==> src/lcar_pkg.sv <==
// Shared types, constants and codes of the loop current average and report block.
package lcar_pkg;

    localparam int SAMPLES_PER_GROUP = 8;
    localparam int SAMPLE_BITS       = 10;
    localparam int GROUP_SHIFT       = $clog2(SAMPLES_PER_GROUP);
    localparam int SUM_BITS          = SAMPLE_BITS + GROUP_SHIFT;
    localparam int COUNT_BITS        = $clog2(SAMPLES_PER_GROUP + 1);

    localparam int ADC_BITS       = 10;
    localparam int DEADBAND_BITS  = 10;
    localparam int SECONDS_BITS   = 16;
    localparam int STATUS_BITS    = 2;
    localparam int VALUE_BITS     = 8;
    localparam int AVG_BITS       = 10;
    localparam int CFG_INDEX_BITS = 2;
    localparam int CFG_DATA_BITS  = 16;

    localparam int PROD_BITS    = ADC_BITS + VALUE_BITS;
    localparam int DIV_CNT_BITS = $clog2(VALUE_BITS);

    localparam int QUEUE_DEPTH    = 4;
    localparam int QUEUE_PTR_BITS = $clog2(QUEUE_DEPTH);
    localparam int QUEUE_CNT_BITS = $clog2(QUEUE_DEPTH + 1);

    localparam logic [VALUE_BITS-1:0] VALUE_INVALID = 8'd255;

    localparam logic OP_SAMPLE = 1'b0;
    localparam logic OP_TICK   = 1'b1;

    localparam logic [STATUS_BITS-1:0] STATUS_INTERVAL  = 2'd0;
    localparam logic [STATUS_BITS-1:0] STATUS_DEADBAND  = 2'd1;
    localparam logic [STATUS_BITS-1:0] STATUS_UNCHANGED = 2'd2;
    localparam logic [STATUS_BITS-1:0] STATUS_SENT      = 2'd3;

    localparam logic [CFG_INDEX_BITS-1:0] CFG_ADC_MIN       = 2'd0;
    localparam logic [CFG_INDEX_BITS-1:0] CFG_ADC_MAX       = 2'd1;
    localparam logic [CFG_INDEX_BITS-1:0] CFG_DEADBAND      = 2'd2;
    localparam logic [CFG_INDEX_BITS-1:0] CFG_SEND_INTERVAL = 2'd3;

    localparam logic [ADC_BITS-1:0]      ADC_MIN_RESET       = 10'd87;
    localparam logic [ADC_BITS-1:0]      ADC_MAX_RESET       = 10'd962;
    localparam logic [DEADBAND_BITS-1:0] DEADBAND_RESET      = 10'd3;
    localparam logic [SECONDS_BITS-1:0]  SEND_INTERVAL_RESET = 16'd60;

    typedef struct packed {
        logic [ADC_BITS-1:0]      adc_min;
        logic [ADC_BITS-1:0]      adc_max;
        logic [DEADBAND_BITS-1:0] deadband;
        logic [SECONDS_BITS-1:0]  send_interval;
    } cfg_t;

    typedef struct packed {
        logic                   is_tick;
        logic                   inv;
        logic [SAMPLE_BITS-1:0] avg;
    } job_t;

    typedef struct packed {
        logic [STATUS_BITS-1:0] status;
        logic [VALUE_BITS-1:0]  out_value;
        logic [AVG_BITS-1:0]    raw_average;
        logic                   invalid;
    } result_t;

    typedef enum logic [1:0] {
        ST_IDLE,
        ST_DIVIDE,
        ST_DECIDE
    } back_state_t;

endpackage

==> src/lcar_front.sv <==
// Front end: accepts samples and ticks, sums groups and emits group-end and tick jobs.
module lcar_front (
    input  logic                               clk,
    input  logic                               rst_n,
    input  lcar_pkg::cfg_t                     cfg,
    input  logic                               push,
    input  logic                               operation,
    input  logic [lcar_pkg::SAMPLE_BITS-1:0]   sample,
    input  logic                               q_full,
    output logic                               enq_valid,
    output lcar_pkg::job_t                     enq_job
);
    import lcar_pkg::*;

    localparam logic [COUNT_BITS-1:0] LAST_COUNT = COUNT_BITS'(SAMPLES_PER_GROUP - 1);

    logic [SUM_BITS-1:0]   sum_reg;
    logic [SUM_BITS-1:0]   sum_next;
    logic [COUNT_BITS-1:0] count_reg;
    logic [COUNT_BITS-1:0] count_next;
    logic [SUM_BITS-1:0]   sum_add;
    logic                  is_tick;
    logic                  in_range;
    logic                  last;
    logic                  accept;

    always_comb
    begin
        is_tick  = (operation == OP_TICK);
        in_range = (sample >= cfg.adc_min) && (sample <= cfg.adc_max);
        sum_add  = sum_reg + SUM_BITS'(sample);
        last     = (count_reg == LAST_COUNT);
        accept   = push && !q_full;

        enq_valid       = accept && (is_tick || !in_range || last);
        enq_job.is_tick = is_tick;
        enq_job.inv     = !is_tick && !in_range;
        enq_job.avg     = (is_tick || !in_range) ? '0 : SAMPLE_BITS'(sum_add >> GROUP_SHIFT);

        sum_next   = sum_reg;
        count_next = count_reg;
        if (accept && !is_tick)
        begin
            if (!in_range || last)
            begin
                sum_next   = '0;
                count_next = '0;
            end
            else
            begin
                sum_next   = sum_add;
                count_next = count_reg + COUNT_BITS'(1);
            end
        end
    end

    always_ff @(posedge clk or negedge rst_n)
    begin
        if (!rst_n)
        begin
            sum_reg   <= '0;
            count_reg <= '0;
        end
        else
        begin
            sum_reg   <= sum_next;
            count_reg <= count_next;
        end
    end

endmodule

==> src/lcar_queue.sv <==
// Short job queue between the front end and the back end.
module lcar_queue (
    input  logic           clk,
    input  logic           rst_n,
    input  logic           wr_valid,
    input  lcar_pkg::job_t wr_job,
    output logic           full,
    input  logic           rd_pop,
    output logic           rd_valid,
    output lcar_pkg::job_t rd_job
);
    import lcar_pkg::*;

    job_t                      entry_reg [QUEUE_DEPTH];
    logic [QUEUE_PTR_BITS-1:0] wr_ptr_reg;
    logic [QUEUE_PTR_BITS-1:0] wr_ptr_next;
    logic [QUEUE_PTR_BITS-1:0] rd_ptr_reg;
    logic [QUEUE_PTR_BITS-1:0] rd_ptr_next;
    logic [QUEUE_CNT_BITS-1:0] count_reg;
    logic [QUEUE_CNT_BITS-1:0] count_next;
    logic                      do_wr;
    logic                      do_rd;

    always_comb
    begin
        full     = (count_reg == QUEUE_CNT_BITS'(QUEUE_DEPTH));
        rd_valid = (count_reg != '0);
        rd_job   = entry_reg[rd_ptr_reg];
        do_wr    = wr_valid && !full;
        do_rd    = rd_pop && rd_valid;

        wr_ptr_next = do_wr ? wr_ptr_reg + QUEUE_PTR_BITS'(1) : wr_ptr_reg;
        rd_ptr_next = do_rd ? rd_ptr_reg + QUEUE_PTR_BITS'(1) : rd_ptr_reg;
        count_next  = count_reg;
        if (do_wr && !do_rd)
        begin
            count_next = count_reg + QUEUE_CNT_BITS'(1);
        end
        else if (do_rd && !do_wr)
        begin
            count_next = count_reg - QUEUE_CNT_BITS'(1);
        end
    end

    always_ff @(posedge clk)
    begin
        if (do_wr)
        begin
            entry_reg[wr_ptr_reg] <= wr_job;
        end
    end

    always_ff @(posedge clk or negedge rst_n)
    begin
        if (!rst_n)
        begin
            wr_ptr_reg <= '0;
            rd_ptr_reg <= '0;
            count_reg  <= '0;
        end
        else
        begin
            wr_ptr_reg <= wr_ptr_next;
            rd_ptr_reg <= rd_ptr_next;
            count_reg  <= count_next;
        end
    end

endmodule

==> src/lcar_back.sv <==
// Back end: seconds counter, iterative scaling divide, send decision and result register.
module lcar_back (
    input  logic              clk,
    input  logic              rst_n,
    input  lcar_pkg::cfg_t    cfg,
    input  logic              q_valid,
    input  lcar_pkg::job_t    q_job,
    output logic              q_pop,
    input  logic              pop,
    output logic              out_valid,
    output lcar_pkg::result_t result
);
    import lcar_pkg::*;

    back_state_t               state_reg;
    back_state_t               state_next;
    logic [SAMPLE_BITS-1:0]    avg_reg;
    logic [SAMPLE_BITS-1:0]    avg_next;
    logic                      inv_reg;
    logic                      inv_next;
    logic [VALUE_BITS-1:0]     val_reg;
    logic [VALUE_BITS-1:0]     val_next;
    logic [ADC_BITS-1:0]       rem_reg;
    logic [ADC_BITS-1:0]       rem_next;
    logic [VALUE_BITS-1:0]     num_low_reg;
    logic [VALUE_BITS-1:0]     num_low_next;
    logic [DIV_CNT_BITS-1:0]   bit_cnt_reg;
    logic [DIV_CNT_BITS-1:0]   bit_cnt_next;
    logic [SECONDS_BITS-1:0]   seconds_reg;
    logic [SECONDS_BITS-1:0]   seconds_next;
    logic                      has_sent_reg;
    logic                      has_sent_next;
    logic [SAMPLE_BITS-1:0]    kept_avg_reg;
    logic [SAMPLE_BITS-1:0]    kept_avg_next;
    logic                      kept_inv_reg;
    logic                      kept_inv_next;
    logic [VALUE_BITS-1:0]     sent_val_reg;
    logic [VALUE_BITS-1:0]     sent_val_next;
    logic                      out_valid_reg;
    logic                      out_valid_next;
    result_t                   out_reg;
    result_t                   out_next;

    logic [ADC_BITS-1:0]       span;
    logic [ADC_BITS-1:0]       diff;
    logic [PROD_BITS-1:0]      prod;
    logic                      scale_zero;
    logic [ADC_BITS:0]         rem_shift;
    logic                      q_bit;
    logic [SAMPLE_BITS-1:0]    avg_delta;
    logic                      missed;
    logic                      early;
    logic                      keep;
    logic [STATUS_BITS-1:0]    status;
    logic                      out_free;
    logic                      take_group;

    always_comb
    begin
        span       = cfg.adc_max - cfg.adc_min;
        diff       = ADC_BITS'(q_job.avg) - cfg.adc_min;
        prod       = {diff, VALUE_BITS'(0)} - PROD_BITS'({diff, 1'b0});
        scale_zero = (cfg.adc_max <= cfg.adc_min) || (ADC_BITS'(q_job.avg) < cfg.adc_min);
        take_group = q_valid && !q_job.is_tick;

        rem_shift = {rem_reg, num_low_reg[VALUE_BITS-1]};
        q_bit     = (rem_shift >= {1'b0, span});

        avg_delta = (avg_reg >= kept_avg_reg) ? avg_reg - kept_avg_reg
                                              : kept_avg_reg - avg_reg;
        if (inv_reg != kept_inv_reg)
        begin
            missed = 1'b0;
        end
        else if (inv_reg)
        begin
            missed = (cfg.deadband != '0);
        end
        else
        begin
            missed = (DEADBAND_BITS'(avg_delta) < cfg.deadband);
        end

        early = (seconds_reg < cfg.send_interval);
        keep  = !has_sent_reg || (!early && !missed);
        if (!has_sent_reg)
        begin
            status = STATUS_SENT;
        end
        else if (early)
        begin
            status = STATUS_INTERVAL;
        end
        else if (missed)
        begin
            status = STATUS_DEADBAND;
        end
        else if (val_reg == sent_val_reg)
        begin
            status = STATUS_UNCHANGED;
        end
        else
        begin
            status = STATUS_SENT;
        end

        out_free = !out_valid_reg || pop;
    end

    always_comb
    begin
        state_next = state_reg;
        case (state_reg)
            ST_IDLE:
            begin
                if (take_group)
                begin
                    state_next = (q_job.inv || scale_zero) ? ST_DECIDE : ST_DIVIDE;
                end
            end
            ST_DIVIDE:
            begin
                if (bit_cnt_reg == '0)
                begin
                    state_next = ST_DECIDE;
                end
            end
            ST_DECIDE:
            begin
                if (out_free)
                begin
                    state_next = ST_IDLE;
                end
            end
            default:
            begin
                state_next = ST_IDLE;
            end
        endcase
    end

    always_comb
    begin
        q_pop          = 1'b0;
        avg_next       = avg_reg;
        inv_next       = inv_reg;
        val_next       = val_reg;
        rem_next       = rem_reg;
        num_low_next   = num_low_reg;
        bit_cnt_next   = bit_cnt_reg;
        seconds_next   = seconds_reg;
        has_sent_next  = has_sent_reg;
        kept_avg_next  = kept_avg_reg;
        kept_inv_next  = kept_inv_reg;
        sent_val_next  = sent_val_reg;
        out_valid_next = out_valid_reg && !pop;
        out_next       = out_reg;

        case (state_reg)
            ST_IDLE:
            begin
                q_pop = q_valid;
                if (q_valid && q_job.is_tick)
                begin
                    if (seconds_reg != '1)
                    begin
                        seconds_next = seconds_reg + SECONDS_BITS'(1);
                    end
                end
                else if (take_group)
                begin
                    avg_next     = q_job.avg;
                    inv_next     = q_job.inv;
                    rem_next     = prod[PROD_BITS-1:VALUE_BITS];
                    num_low_next = prod[VALUE_BITS-1:0];
                    bit_cnt_next = DIV_CNT_BITS'(VALUE_BITS - 1);
                    if (q_job.inv)
                    begin
                        val_next = VALUE_INVALID;
                    end
                    else
                    begin
                        val_next = '0;
                    end
                end
            end
            ST_DIVIDE:
            begin
                rem_next     = q_bit ? ADC_BITS'(rem_shift - {1'b0, span})
                                     : rem_shift[ADC_BITS-1:0];
                val_next     = {val_reg[VALUE_BITS-2:0], q_bit};
                num_low_next = {num_low_reg[VALUE_BITS-2:0], 1'b0};
                bit_cnt_next = bit_cnt_reg - DIV_CNT_BITS'(1);
            end
            ST_DECIDE:
            begin
                if (out_free)
                begin
                    out_valid_next       = 1'b1;
                    out_next.status      = status;
                    out_next.out_value   = val_reg;
                    out_next.raw_average = AVG_BITS'(avg_reg);
                    out_next.invalid     = inv_reg;
                    if (keep)
                    begin
                        kept_avg_next = avg_reg;
                        kept_inv_next = inv_reg;
                    end
                    if (status == STATUS_SENT)
                    begin
                        sent_val_next = val_reg;
                        seconds_next  = '0;
                        has_sent_next = 1'b1;
                    end
                end
            end
            default:
            begin
            end
        endcase

        out_valid = out_valid_reg;
        result    = out_reg;
    end

    always_ff @(posedge clk)
    begin
        avg_reg     <= avg_next;
        inv_reg     <= inv_next;
        val_reg     <= val_next;
        rem_reg     <= rem_next;
        num_low_reg <= num_low_next;
        bit_cnt_reg <= bit_cnt_next;
        out_reg     <= out_next;
    end

    always_ff @(posedge clk or negedge rst_n)
    begin
        if (!rst_n)
        begin
            state_reg     <= ST_IDLE;
            seconds_reg   <= '0;
            has_sent_reg  <= 1'b0;
            kept_avg_reg  <= '0;
            kept_inv_reg  <= 1'b0;
            sent_val_reg  <= '0;
            out_valid_reg <= 1'b0;
        end
        else
        begin
            state_reg     <= state_next;
            seconds_reg   <= seconds_next;
            has_sent_reg  <= has_sent_next;
            kept_avg_reg  <= kept_avg_next;
            kept_inv_reg  <= kept_inv_next;
            sent_val_reg  <= sent_val_next;
            out_valid_reg <= out_valid_next;
        end
    end

endmodule

==> src/loop_current_average_report_top.sv <==
// Top level of the loop current average and report block.
//
//   Channel   Handshake                Payload
//   input     push / full              operation, sample
//   result    empty / pop              status, out_value, raw_average, invalid
//   config    cfg_valid / cfg_ready    cfg_index, cfg_data
//
// The front end takes one item per cycle while the job queue is not full. The back end
// counts a tick while idle; a group end is loaded, gets eight quotient bits from the scaling
// divide, then is decided when the result is free; invalid or zero-span groups skip the divide.
// A four-entry job queue lets the front end keep accepting while the back end divides or
// waits for the result to be popped; full rises only when that queue fills.
// Reset clears all control state and loads the register defaults; no clearing pass is needed.
module loop_current_average_report_top (
    input  logic                                 clk,
    input  logic                                 rst_n,
    input  logic                                 push,
    output logic                                 full,
    input  logic                                 operation,
    input  logic [lcar_pkg::SAMPLE_BITS-1:0]     sample,
    output logic                                 empty,
    input  logic                                 pop,
    output logic [lcar_pkg::STATUS_BITS-1:0]     status,
    output logic [lcar_pkg::VALUE_BITS-1:0]      out_value,
    output logic [lcar_pkg::AVG_BITS-1:0]        raw_average,
    output logic                                 invalid,
    input  logic                                 cfg_valid,
    output logic                                 cfg_ready,
    input  logic [lcar_pkg::CFG_INDEX_BITS-1:0]  cfg_index,
    input  logic [lcar_pkg::CFG_DATA_BITS-1:0]   cfg_data
);
    import lcar_pkg::*;

    cfg_t    cfg_reg;
    cfg_t    cfg_next;
    logic    enq_valid;
    job_t    enq_job;
    logic    q_full;
    logic    q_valid;
    job_t    q_job;
    logic    q_pop;
    logic    out_valid;
    result_t result;

    always_comb
    begin
        cfg_ready = 1'b1;
        cfg_next  = cfg_reg;
        if (cfg_valid)
        begin
            case (cfg_index)
                CFG_ADC_MIN:       cfg_next.adc_min       = cfg_data[ADC_BITS-1:0];
                CFG_ADC_MAX:       cfg_next.adc_max       = cfg_data[ADC_BITS-1:0];
                CFG_DEADBAND:      cfg_next.deadband      = cfg_data[DEADBAND_BITS-1:0];
                CFG_SEND_INTERVAL: cfg_next.send_interval = cfg_data[SECONDS_BITS-1:0];
                default:           cfg_next = cfg_reg;
            endcase
        end
    end

    always_ff @(posedge clk or negedge rst_n)
    begin
        if (!rst_n)
        begin
            cfg_reg.adc_min       <= ADC_MIN_RESET;
            cfg_reg.adc_max       <= ADC_MAX_RESET;
            cfg_reg.deadband      <= DEADBAND_RESET;
            cfg_reg.send_interval <= SEND_INTERVAL_RESET;
        end
        else
        begin
            cfg_reg <= cfg_next;
        end
    end

    lcar_front u_front (
        .clk       (clk),
        .rst_n     (rst_n),
        .cfg       (cfg_reg),
        .push      (push),
        .operation (operation),
        .sample    (sample),
        .q_full    (q_full),
        .enq_valid (enq_valid),
        .enq_job   (enq_job)
    );

    lcar_queue u_queue (
        .clk      (clk),
        .rst_n    (rst_n),
        .wr_valid (enq_valid),
        .wr_job   (enq_job),
        .full     (q_full),
        .rd_pop   (q_pop),
        .rd_valid (q_valid),
        .rd_job   (q_job)
    );

    lcar_back u_back (
        .clk       (clk),
        .rst_n     (rst_n),
        .cfg       (cfg_reg),
        .q_valid   (q_valid),
        .q_job     (q_job),
        .q_pop     (q_pop),
        .pop       (pop),
        .out_valid (out_valid),
        .result    (result)
    );

    assign full        = q_full;
    assign empty       = !out_valid;
    assign status      = result.status;
    assign out_value   = result.out_value;
    assign raw_average = result.raw_average;
    assign invalid     = result.invalid;

endmodule
==> config.mk <==
export PLATFORM = sky130hd
export DESIGN_NAME = loop_current_average_report_top
export DESIGN_NICKNAME = d
export VERILOG_FILES = /design/src/lcar_pkg.sv /design/src/lcar_front.sv /design/src/lcar_queue.sv /design/src/lcar_back.sv /design/src/loop_current_average_report_top.sv
export SDC_FILE = /design/constraint.sdc
export NUM_CORES = 1
export LEC_CHECK = 0
export BUFFER_PORTS_ARGS = -buffer_cell sky130_fd_sc_hd__buf_2
export CORE_MARGIN = 3
export CORE_UTILIZATION = 60
export CTS_BUF_LIST = sky130_fd_sc_hd__clkbuf_8 sky130_fd_sc_hd__clkbuf_16
export CTS_CLUSTER_SIZE = 8
export DETAILED_ROUTE_END_ITERATION = 10
export PLACE_DENSITY = 0.86
export SYNTH_ARGS = -nofsm -noshare
export SYNTH_HDL_FRONTEND = slang
export SYNTH_SLANG_ARGS = --single-unit
export TNS_END_PERCENT = 50
==> constraint.sdc <==
create_clock -name clk -period 8.4 [get_ports clk]
set_input_delay 0.42 -clock clk [delete_from_list [all_inputs] [get_ports clk]]
set_output_delay 0.42 -clock clk [all_outputs]
set_load 0.01 [all_outputs]
Yosys cells after proc, flatten, opt, wreduce, memory -nomap -nowiden
Memory sizes are Yosys's and may differ from the RTL's.
Index checks and enable logic that the tools add are counted.

storage, ports and cells
  bits in registers = 170
  bits in writable memories = 48
  input port bits = 34
  output and inout bits = 24
  word-level logic and storage cells = 159
  memories kept = 1

memories
  memory             words  width  read ports  clocked after memory_dff  wr ports  line              RTL
  u_queue.entry_reg  4      12     1           0                         1         lcar_queue.sv:14  job_t entry_reg [QUEUE_DEPTH];

operators by class
  add/sub/neg operators = 14
  order comparisons = 8
  eq/ne operators = 18
  mux-type cells = 41
  bitwise operators = 1
  reduce and logical (&&, ||, !) cells = 50

operator list
  kind                   count
  $mux 16                4
  $mux 10                5
  $sub 10x10->10         5
  $mux 8                 5
  $pmux 16 s2            1
  $pmux 8 s2             2
  $ge 10x10->1           2
  $le 10x10->1           2
  $lt 10x10->1           2
  $pmux 10 s2            1
  $sub 18x11->18         1
  $add 16x1->16 const B  1
  $lt 16x16->1           1
  $ne 16x16->1 const B   1
  $reduce_and 3->1       5
  $mux 2                 7
  $add 13x10->13         1
  $logic_and 1x1->1      13
  $mux 13                1
  $mux 3                 4
  $ne 2x1->1 const B     6
  $ge 11x10->1           1
  $logic_not 1->1        11
  $reduce_and 2->1       5
  other kinds (23)       45

Depth between registers and ports, before layout
  depth after elaboration = 12
  depth in mapped cells = 21
  mapped depth without buffers = 19

Cells and area by module
From an unflattened synthesis, not the netlist that was laid out.

second synthesis, totals
  cell total of the unflattened synthesis = 1172
  area, all modules = 13141.4 sq um

by module, submodules not included
  module                           instances  cells each  area each (sq um)  seq. area each (sq um)
  lcar_back                        1          741         7239.4             2777.7
  lcar_queue                       1          98          2179.6             1616.6
  lcar_front                       1          230         1898.1             425.4
  loop_current_average_report_top  1          103         1824.2             1171.1

Worst setup path after synthesis
OpenSTA, ideal clock, no wires.

  path kind = reg-to-reg
  start = register u_queue.rd_ptr_reg[0]
  end = register u_back.rem_reg[6] (data pin)
  library setup time = 0.271 ns
  arrival = 4.344 ns
  required time = 8.129 ns
  setup slack = 3.786 ns
  cell stages (with the launch flop) = 18
  buffers on the path = 2
  period minus slack after synthesis = 4.614 ns
  cell sequence = dfrtp_1 buf_2 buf_1 mux4_2 fa_1 a21o_1 a21oi_2 o21ai_1 nand2_1 o2bb2ai_1 xor2_1 ha_1 a21o_1 a21o_1 or2_1 or2_0 a21oi_1 mux2i_1

RTL lines
  element                 line              RTL
  start, declared         lcar_queue.sv:17  logic [QUEUE_PTR_BITS-1:0] rd_ptr_reg;
  start signal, assigned  lcar_queue.sv:64  rd_ptr_reg <= rd_ptr_next;
  end signal, assigned    lcar_back.sv:231  rem_reg <= rem_next;
  end, declared           lcar_back.sv:23   logic [ADC_BITS-1:0] rem_reg;

==> summary.md <==
| Metric | Value |
|---|---|
| Clock tree root buffer cell | clkbuf_16 |
| Min Clock Period, post-route | 5.05 ns |
| Mapped Cells | 1165 |
| Antenna Nets Post-Route | 0 |
| WL/cell | 19.8 um |
| Total core area | 20600 um2 |
| Critical-path maximum fanout | 14 |
| Ports | 58 |
| CP max-delay cell | dfrtp_1 |
| Synth Net Count | 1322 |
| Crit end category | flip-flop |
| Commonest non-fill, non-tap cell in the layout | inv_1 |
| Yosys reg bits | 217 |
| Clock sink count | 217 |
| Data required time of the worst path | 8.79 ns |
| Ant. Diodes | 0 |
| Max reg flops | 48 |
| Cell breakdown of the critical path | mux4_2 > inv_1 > ha_1 > inv_1 > fa_1 > a21o_1 > a21oi_2 > o21ai_1 > nand2_1 > o2bb2ai_1 > xor2_1 > ha_1 > a21o_1 > a21o_1 > or2_1 > or2_0 > o211a_1 > a21oi_1 |
| Share of post-route cells with drive strength above 1 | 15.5% |
| Rows | 52 |
| Initial antenna violation count | 0 |
| Die ar. | 23200 um2 |
| Reg2Reg Setup Slack | 3.35 ns |
| Primary FF master, synth | edfxtp_1 |
| Via density | 6.18 |
| H-tree levels | 1 |
| FMAX | 0.198 GHz |
| Setup TNS | 0 ns |
| Total CTS buffers | 31 |
| Yosys cell types | 80 |
| Via count | 9419 |
| Hold Path Class | in -> reg |
| Max Cap Viol | 0 |
| Seq/Total Area, Yosys | 46.6% |
| Setup Fix Bufs, Post-CTS | 0 |
| Port Buffer Count | 56 |
| Nets@finish | 1389 |
| Synth-to-layout area growth | 11.1% |
| Skew final | 0.0163 ns |
| Worst EP arrival | 5.45 ns |
| Worst path most repeated cell | a21o_1 |
| WS Path Type | reg -> reg |
| CTS tree | yes |
| Number of synthesized flops with an enable pin | 108 |
| First-pass GRT wire length | 48900 um |
| DRC viols | 0 |
| First-pass DRT Iterations | 5 |
| Worst-Skew Late Latency | 0.55 ns |
| Initial Util | 62.4% |
| Global route overflow | 0 |
| Status | completed |
| 1st-iter DRT viols | 581 |
| Final period util | 60.2% |
| Pin count of the biggest net entering global routing | 57 |
| Most frequent cells in the layout | inv_1 (139), ha_1 (116), edfxtp_1 (108), dfrtp_1 (93), nand2_1 (75) |
| Placer Congestion | 0.924 |
| Clock transition at path regs | 0.05 ns |
| Worst-case headroom to the max-slew limit | 20.0% |
| Ys Warns | 0 |
| Total GRT Usage | 25.7% |
| Drt total wl | 30200 um |
| Final Max Tran Viols | 0 |
| Mapped Area | 12900 um2 |
| RSZ-0062 raised after global routing | no |
| CTS max path bufs | 3 |
| CP peak stage delay | 0.88 ns |
| Final Setup Violations | 0 |
| Vias in the first global route | 9455 |
| Post-detail-place hpwl | 21400 um |
| Hold Vio Cnt, Final | 0 |
| Slew at the pin with the worst max-slew slack | 1.20 ns |
| CP startpoint kind | flip-flop |
| Vert. Die Dim | 152 um |
| Avg Inst Size Synth | 11.0 um2 |
| Ys async rst share | 50.2% |
| Die W | 152 um |
## cell usage after synthesis, drive strengths merged (11+ instances only)
cell	count	area (um2)
ha	116	1450
inv	115	432
edfxtp	108	3240
dfrtp	93	2330
nand2	75	282
a21oi	70	358
nor2	66	248
o21ai	62	310
mux2	52	616
xnor2	34	298
mux2i	28	280
a21o	24	180
xor2	21	184
nand3	18	90.1
nor3	18	95.1
o21a	17	128
dfstp	16	420
clkbuf	15	56.3
nand2b	15	93.8
nand4	15	93.8
buf	13	72.6
nor2b	13	81.3
mux4	12	270
a31oi	11	75.1
## routing by layer
layer  wire [um]  global-route usage [%]  vias up  share of wire, %
met3        1940                    3.58      101               6.4
li1            -                       -     4375                 -
met4        1530                    12.3        0               5.1
met5           0                       0        -                 0
met1       12100                    32.8     4568                40
met2       14700                    43.4      375                49
## path summary, 6_finish.rpt
kind | start | end | cells past startpoint
min | cfg_data[15] | cfg_reg[15] | 2
max | u_queue.rd_ptr_reg[0] | u_back.rem_reg[5] | 18
max in group asynchronous | rst_n | u_queue.rd_ptr_reg[1] | 3
min in group asynchronous | rst_n | u_back.seconds_reg[11] | 2
min reg2reg | u_front.sum_reg[2] | u_front.sum_reg[2] | 2
max reg2reg | u_queue.rd_ptr_reg[0] | u_back.rem_reg[5] | 18
## stage by stage
step	std cells	cell area, um2	setup slack [ns]	hold WS (ns)	util [%]
3_5_place_dp	1468	13400	3.35	0.478	65.0
2_1_floorplan	1165	12900	3.79	0.124	-
4_1_cts	1525	14300	3.34	0.0900	69.3
5_1_grt	1525	14300	2.96	0.102	69.3
3_3_place_gp	1468	13400	3.53	0.465	65.0
6_report	1525	14300	3.35	0.115	69.3
## cell type report
class                           instances  area [um2]
Clock buffer                           31         776
Clock inverter                         25        98.8
Fill cell                            1435        6340
Inverter                              115         432
Multi-Input combinational cell        805        6320
Sequential cell                       217        5990
Tap cell                              270         338
Timing Repair Buffer                   62         330
## kinds of logic after synthesis
| group | after synthesis | synth area share [%] |
|---|---|---|
| mux | 92 | 9.07 |
| compound gates | 260 | 13.3 |
| simple gates | 274 | 10.6 |
| buf+inv | 143 | 4.36 |
| fa+ha+maj | 123 | 12.4 |
| other cells | 1 | 0.0292 |
| flops | 217 | 46.6 |
| xor+xnor | 55 | 3.75 |
## worst max-delay path, delay by kind of cell, from the launching register on
family,cells,cell delay (ns)
AOI/OAI and AO/OA,8,1.44
adders and majority gates,3,0.92
DFF,1,0.88
muxes,1,0.60
and+or+nand+nor,3,0.59
xor gates and xnor gates,1,0.34
buffers and inverters,2,0.13
## what timing repair did
action | in CTS | in global routing
hold buffers | 1 | 0
hold endpoints to repair | 43 | 0
resized for setup | 0 | 0
Power is left out: the tool's default activity adds up to more than one toggle a clock period on the data nets, which glitch-free logic cannot reach.
